$ cat src/sv/cam_pkg.sv
// Shared types, constants and coefficient tables for the chromatic adaptation matrix core.
package cam_pkg;

    localparam int AW         = 84;
    localparam int BW         = 60;
    localparam int QW         = 41;
    localparam int WW         = 42;
    localparam int CW         = 62;
    localparam int RW         = 34;
    localparam int KW         = 32;
    localparam int PW         = 66;
    localparam int SW         = 68;
    localparam int RATIO_FRAC = 24;
    localparam int KQ_FRAC    = 28;
    localparam int QDEPTH     = 2;
    localparam int KENTRIES   = 81;

    localparam longint FIVE_POW12 = 64'sd244140625;

    localparam logic signed [31:0] COEF_MAX = 32'sh7fffffff;
    localparam logic signed [31:0] COEF_MIN = 32'sh80000000;

    localparam int CONE_FWD [3][3][3] = '{
        '{'{100000, 0, 0}, '{0, 100000, 0}, '{0, 0, 100000}},
        '{'{89510, 26640, -16140}, '{-75020, 171350, 3670}, '{3890, -6850, 102960}},
        '{'{40024, 70760, -8081}, '{-22630, 116532, 4570}, '{0, 0, 91822}}
    };

    localparam int CONE_INV [3][3][3] = '{
        '{'{10000000, 0, 0}, '{0, 10000000, 0}, '{0, 0, 10000000}},
        '{'{9869929, -1470543, 1599627}, '{4323053, 5183603, 492912},
          '{-85287, 400428, 9684867}},
        '{'{18599364, -11293816, 2198974}, '{3611914, 6388125, -64},
          '{0, 0, 10890636}}
    };

    typedef logic [KENTRIES-1:0][KW-1:0] ktab_t;

    function automatic ktab_t build_ktab();
        ktab_t  tab;
        longint t;
        longint a;
        longint r;
        tab = '0;
        for (int m = 0; m < 3; m++) begin
            for (int j = 0; j < 3; j++) begin
                for (int i = 0; i < 3; i++) begin
                    for (int k = 0; k < 3; k++) begin
                        t = longint'(CONE_INV[m][j][i]) * longint'(CONE_FWD[m][i][k]);
                        a = (t < 0) ? -t : t;
                        r = ((a <<< 17) + FIVE_POW12) / (2 * FIVE_POW12);
                        tab[m * 27 + j * 9 + i * 3 + k] = KW'((t < 0) ? -r : r);
                    end
                end
            end
        end
        return tab;
    endfunction

    localparam ktab_t KTAB = build_ktab();

    typedef struct packed {
        logic [1:0]  adapt_mode;
        logic [23:0] src_lum;
        logic [15:0] src_cx;
        logic [15:0] src_cy;
        logic [23:0] dst_lum;
        logic [15:0] dst_cx;
        logic [15:0] dst_cy;
    } cam_in_t;

    typedef struct packed {
        logic [1:0]         entry_row;
        logic [1:0]         entry_col;
        logic signed [31:0] coefficient;
        logic               saturated;
        logic               status;
        logic               last;
    } cam_out_t;

    typedef struct packed {
        logic                  status;
        logic                  diag;
        logic [1:0]            midx;
        logic [2:0][RW-1:0]    ratio;
    } cam_job_t;

    typedef struct packed {
        logic          done;
        logic          ovf;
        logic [QW-1:0] quo;
    } cam_div_rsp_t;

endpackage

$ cat src/sv/cam_queue.sv
// Two-entry job queue between front and back end.
module cam_queue (
    input  logic               aclk,
    input  logic               aresetn,
    input  logic               push,
    input  cam_pkg::cam_job_t  push_data,
    output logic               full,
    input  logic               pop,
    output cam_pkg::cam_job_t  pop_data,
    output logic               empty
);
    import cam_pkg::*;

    cam_job_t   mem_reg [QDEPTH];
    logic       wr_ptr_reg;
    logic       rd_ptr_reg;
    logic [1:0] cnt_reg;

    assign full     = (cnt_reg == 2'(QDEPTH));
    assign empty    = (cnt_reg == 2'd0);
    assign pop_data = mem_reg[rd_ptr_reg];

    always_ff @(posedge aclk) begin
        if (!aresetn) begin
            wr_ptr_reg <= 1'b0;
            rd_ptr_reg <= 1'b0;
            cnt_reg    <= '0;
        end else begin
            if (push) begin
                wr_ptr_reg <= !wr_ptr_reg;
            end
            if (pop) begin
                rd_ptr_reg <= !rd_ptr_reg;
            end
            cnt_reg <= cnt_reg + 2'(push) - 2'(pop);
        end
        if (push) begin
            mem_reg[wr_ptr_reg] <= push_data;
        end
    end

endmodule

$ cat config.mk
export PLATFORM = sky130hd
export DESIGN_NAME = cam_queue
export DESIGN_NICKNAME = d
export VERILOG_FILES = /design/src/sv/cam_pkg.sv /design/src/sv/cam_queue.sv
export SDC_FILE = /design/constraint.sdc
export NUM_CORES = 1
export LEC_CHECK = 0
export BUFFER_PORTS_ARGS = -buffer_cell sky130_fd_sc_hd__buf_2
export CAP_MARGIN = 40
export CORE_MARGIN = 2
export CORE_UTILIZATION = 52
export DETAILED_ROUTE_END_ITERATION = 16
export GPL_TIMING_DRIVEN = 0
export PLACE_DENSITY = 0.79
export SYNTH_ARGS = -nofsm -noshare
export SYNTH_HDL_FRONTEND = slang
export SYNTH_SLANG_ARGS = --single-unit
export TNS_END_PERCENT = 1
$ cat constraint.sdc
create_clock -name aclk -period 6.6 [get_ports aclk]
set_clock_uncertainty 0.2 [all_clocks]
set_input_delay 0.66 -clock aclk [delete_from_list [all_inputs] [get_ports aclk]]
set_output_delay 0.66 -clock aclk [all_outputs]
set_load 0.02 [all_outputs]
Word level (Yosys, flattened, before mapping)
Memories as Yosys holds them, arrays and structs flattened. A register that Yosys moved wholly into a read port is not among the register bits.
Cells that the tools add are included.
{"block": "op_classes", "addsub": 2, "n_eq_ne": 1, "mux": 4, "n_reduce_logical": 3}
{"operator": "$mux W1", "n": 4}
{"operator": "$add A2 B1 Y2", "n": 1}
{"operator": "$eq A2 B2 Y1 const B", "n": 1}
{"operator": "$logic_not A1 Y1", "n": 2}
{"operator": "$logic_not A2 Y1", "n": 1}
{"operator": "$sub A2 B1 Y2", "n": 1}
{"block": "totals", "regBits": 4, "ramBits": 212, "input_bits": 110, "out_inout_bits": 108, "elab_cells": 14, "memories": 1}
{"name": "mem_reg", "words": 2, "width": 106, "rd": 1, "rd_ports_with_merged_regs": 1, "write_ports": 1, "line": "cam_queue.sv:14", "rtl": "cam_job_t mem_reg [QDEPTH];"}

Logic depth before layout (Yosys ltp)
{"block": "depth", "word_depth": 3, "ltp_mapped": 6, "ltp_nobuf": 6}

Least setup slack after synthesis
No wires, ideal clock.
{"block": "synth_timing", "kind": "input to register", "startpoint": "input push", "endpoint": "memory mem_reg[0][0] (netlist bit) (enable)", "setup_ps": 585, "arrival_time_ps": 5299, "required_ps": 5815, "path_slack_ps": 516, "cell_stages": 1, "path_buffers": 0, "cell_sequence": "nor2b_1"}
{"block": "synth_between", "elab_chain_cells": 2}
{"item": "start, declared", "line": "cam_queue.sv:5", "rtl": "input logic push,"}
{"item": "$mux W1", "line": "cam_queue.sv:37", "rtl": "if (push) begin"}
{"item": "$mux W1 (not written as such)", "line": "cam_queue.sv:38", "rtl": "mem_reg[wr_ptr_reg] <= push_data;"}
{"item": "end, declared", "line": "cam_queue.sv:14"}
No other way between the ends.

==> out/summary.txt <==
STATUS
---------------------------------------------------------------------------------
Status                                                               finished, final reports clean

ROUTE
---------------------------------------------------------------------------------
Total routed wirelength                                                  14300 µm
DRC violation count after routing                                               0
Residual antenna-violating net count after detailed routing                     0
Routed WL per cell                                                        17.9 µm
Detailed Route Iter0 Violations                                               222
Via count                                                                    4093
Number of optimization iterations in the first detailed-route pass              4
Vias per cell                                                                5.12

LAYOUT
---------------------------------------------------------------------------------
Share of layout cells above drive strength 1                                61.2%
Most frequent cells in the layout                                    sky130_fd_sc_hd__buf_2 (223), sky130_fd_sc_hd__edfxtp_1 (212), sky130_fd_sc_hd__mux2_2 (66), sky130_fd_sc_hd__mux2_4 (40), sky130_fd_sc_hd__clkbuf_16 (22)
Number of flip-flops under the largest register name                          212
Antenna Cells                                                                   0
Area growth from synthesis to layout                                        26.9%
Leading cell type in the layout, fill and taps excluded              sky130_fd_sc_hd__buf_2
Final layout net count                                                        709

SETUP PATH
---------------------------------------------------------------------------------
FF-to-FF Start                                                         wr_ptr_reg
CP Data Required Time                                                     5.74 ns
Cell-by-cell trace of the critical path                              buf_6 -> buf_6 -> buf_6 -> mux2_4 -> buf_2
Worst Path Max Fanout                                                          10
FF-to-FF path depth                                                             2
Internal reg-to-reg setup slack                                           4.65 ns
Capturing element type of the critical path                            output pin
Setup crit start kind                                                   flip-flop
Endpoint of the most critical register-to-register path              mem_reg[1][66]
CP dominant cell by count                                            sky130_fd_sc_hd__buf_6
Cell at the slowest stage of the critical path                       sky130_fd_sc_hd__dfxtp_1
Combined buffer and inverter count along the critical path                      4
Worst path arrival time                                                   1.81 ns
WP depth                                                                        5
End point of the critical path                                       pop_data[101]
Cell family with the largest share of critical-path delay            buffers and inverters
Max stage delay on crit path                                              0.32 ns
Critical path class                                                       reg2out

SYNTH
---------------------------------------------------------------------------------
Unique cell type count in the Yosys netlist                                    14
Flip-flop and latch count after synthesis                                     217
Mean instance size in the synthesized netlist                            22.9 µm²
Ys Warns                                                                        0
Sequential cell area fraction in the yosys report                           80.5%
Gate count after technology mapping                                           351
Post-synth design cell area                                              8030 µm²
Number of nets in the synthesized netlist                                     463

FLOORPLANNING
---------------------------------------------------------------------------------
Core area                                                               15100 µm²
Die span in y                                                              128 µm
Row count                                                                      45
I/O Pins                                                                      218
Initial Utilization                                                         53.0%
Die ar.                                                                 16500 µm²
Width of the chip                                                          128 µm

TIMING
---------------------------------------------------------------------------------
Unrepaired setup endpoints after global routing                                no
Fraction of the cycle the final worst path needs                            40.5%
Number of hold-slack violations in the final timing report                      0
Relative slew slack                                                         51.6%
Total count of max-transition violations in the final report                    0
Smallest hold slack                                                      0.142 ns
Crit path time final                                                      2.67 ns
Pin slew with the least headroom to its limit                            0.724 ns
Final count of negative-setup-slack endpoints                                   0
Final-layout setup total negative slack                                      0 ns
Maximum clock frequency                                                 0.374 GHz

POWER AND IR DROP
---------------------------------------------------------------------------------
Static leakage                                                            3.96 nW
Ratio of total power to cell area                                      313 nW/µm²
Largest vdd supply drop                                                  0.247 mV

CLOCK NETWORK
---------------------------------------------------------------------------------
Count of H-tree levels built during CTS                                         1
CTS tree                                                                     done
Buffer count from post-CTS setup fixing                                         0
Clock slew seen by the registers of the worst setup and hold paths        0.06 ns
Clock tree root driver cell                                          sky130_fd_sc_hd__clkbuf_16
Quantity of gates resized following cts                                         0
Number of clock sinks                                                         217
Max Root-Sink Buffers                                                           3
Later-pin clock latency in the skew report                                0.50 ns
Hold-fix buffer count after cts                                                 0
Total CTS buffers                                                              22

GRT
---------------------------------------------------------------------------------
Remaining global-route overflow                                                 0
Maximum number of pins on one net before global-route repair                   61
Global-route usage over all layers                                          17.1%
Via count of the first global-routing pass                                   4250
Initial antenna violation count                                                 3
Global-route wire length before repair                                   21800 µm

PLACEMENT
---------------------------------------------------------------------------------
IO buf count                                                                  217
Final HPWL DP                                                             9950 µm
RD Place Congestion                                                         0.707

MIN PATH
---------------------------------------------------------------------------------
Hold Path Cell Cnt                                                              1
Worst hold path class                                                      in2reg

RUN
---------------------------------------------------------------------------------
Max cap viols                                                                   0

-- how the worst min path moves through the flow --
stage                  startpoint  slack (ns)             end
floorplan              rd_ptr_reg        0.35       flip-flop
global placement       rd_ptr_reg        0.37      rd_ptr_reg
detailed placement     rd_ptr_reg        0.39       flip-flop
CTS                 push_data[37]        0.12  mem_reg[0][37]
global route        push_data[39]        0.13  mem_reg[0][39]
finish              push_data[64]        0.14  mem_reg[0][64]
-- cells in the mapped netlist --
master,instances,area (µm²)
sky130_fd_sc_hd__and2_1,4,25.0
sky130_fd_sc_hd__buf_2,6,30.0
sky130_fd_sc_hd__buf_6,6,67.6
sky130_fd_sc_hd__dfxtp_1,5,100
sky130_fd_sc_hd__edfxtp_1,212,6370
sky130_fd_sc_hd__ha_1,2,25.0
sky130_fd_sc_hd__inv_1,2,7.51
sky130_fd_sc_hd__mux2_2,66,743
sky130_fd_sc_hd__mux2_4,40,601
sky130_fd_sc_hd__nor2_1,1,3.75
sky130_fd_sc_hd__nor2b_1,4,25.0
sky130_fd_sc_hd__o21a_1,1,7.51
sky130_fd_sc_hd__xnor3_1,1,22.5
sky130_fd_sc_hd__xor2_1,1,8.76
-- kinds of logic after synthesis --
family                     count (synthesis)  share of synthesized area [%]
AOI/OAI and AO/OA                          1                         0.0935
adders and majority gates                  2                          0.311
buffers and inverters                     14                           1.31
xor gates and xnor gates                   2                          0.389
muxes                                    106                           16.7
and+or+nand+nor                            9                          0.670
DFF                                      217                           80.5
-- where the power goes --
part | total, mW | switching [mW] | internal, mW
logic | 0.405 | 0.224 | 0.181
clock network | 1.18 | 0.486 | 0.692
registers | 1.61 | 0.0181 | 1.59
total | 3.19 | 0.728 | 2.47
-- metal layers --
metal,GRT usage [%],vias to the layer above,routed length (µm)
met1,20.4,1967,5480
met5,0,-,43
met3,7.05,36,1550
met2,28.8,187,6950
li1,-,1897,-
met4,4.40,6,305
-- through the flow --
step / total power [mW] / util [%] / instance area [µm²] / setup slack (ns) / instances
2_1_floorplan: 1.90 / - / 8030 / 0.516 / 351
3_3_place_gp: 2.04 / 61.8 / 9350 / -1.96 / 756
5_1_grt: 3.31 / 67.3 / 10200 / 3.83 / 799
6_report: 3.19 / 67.3 / 10200 / 3.93 / 799
3_5_place_dp: 2.05 / 62.7 / 9490 / 4.19 / 761
4_1_cts: 3.23 / 67.3 / 10200 / 3.88 / 799
-- worst reg2reg max path: stages (launching register included) --
cell,delay [ns]
sky130_fd_sc_hd__dfxtp_1,0.39
sky130_fd_sc_hd__and2_4,0.61
sky130_fd_sc_hd__buf_16,0.38
-- layout make-up --
| cell class | count | area (µm²) |
|---|---|---|
| Inverter | 2 | 7.51 |
| Timing Repair Buffer | 222 | 1220 |
| Clock buffer | 24 | 558 |
| Tap cell | 188 | 235 |
| Multi-Input combinational cell | 120 | 1470 |
| Sequential cell | 217 | 6470 |
| Buffer | 12 | 97.6 |
| Fill cell | 1020 | 4950 |
| Clock inverter | 14 | 139 |
Note: power is estimated with default switching activity, not from simulation.
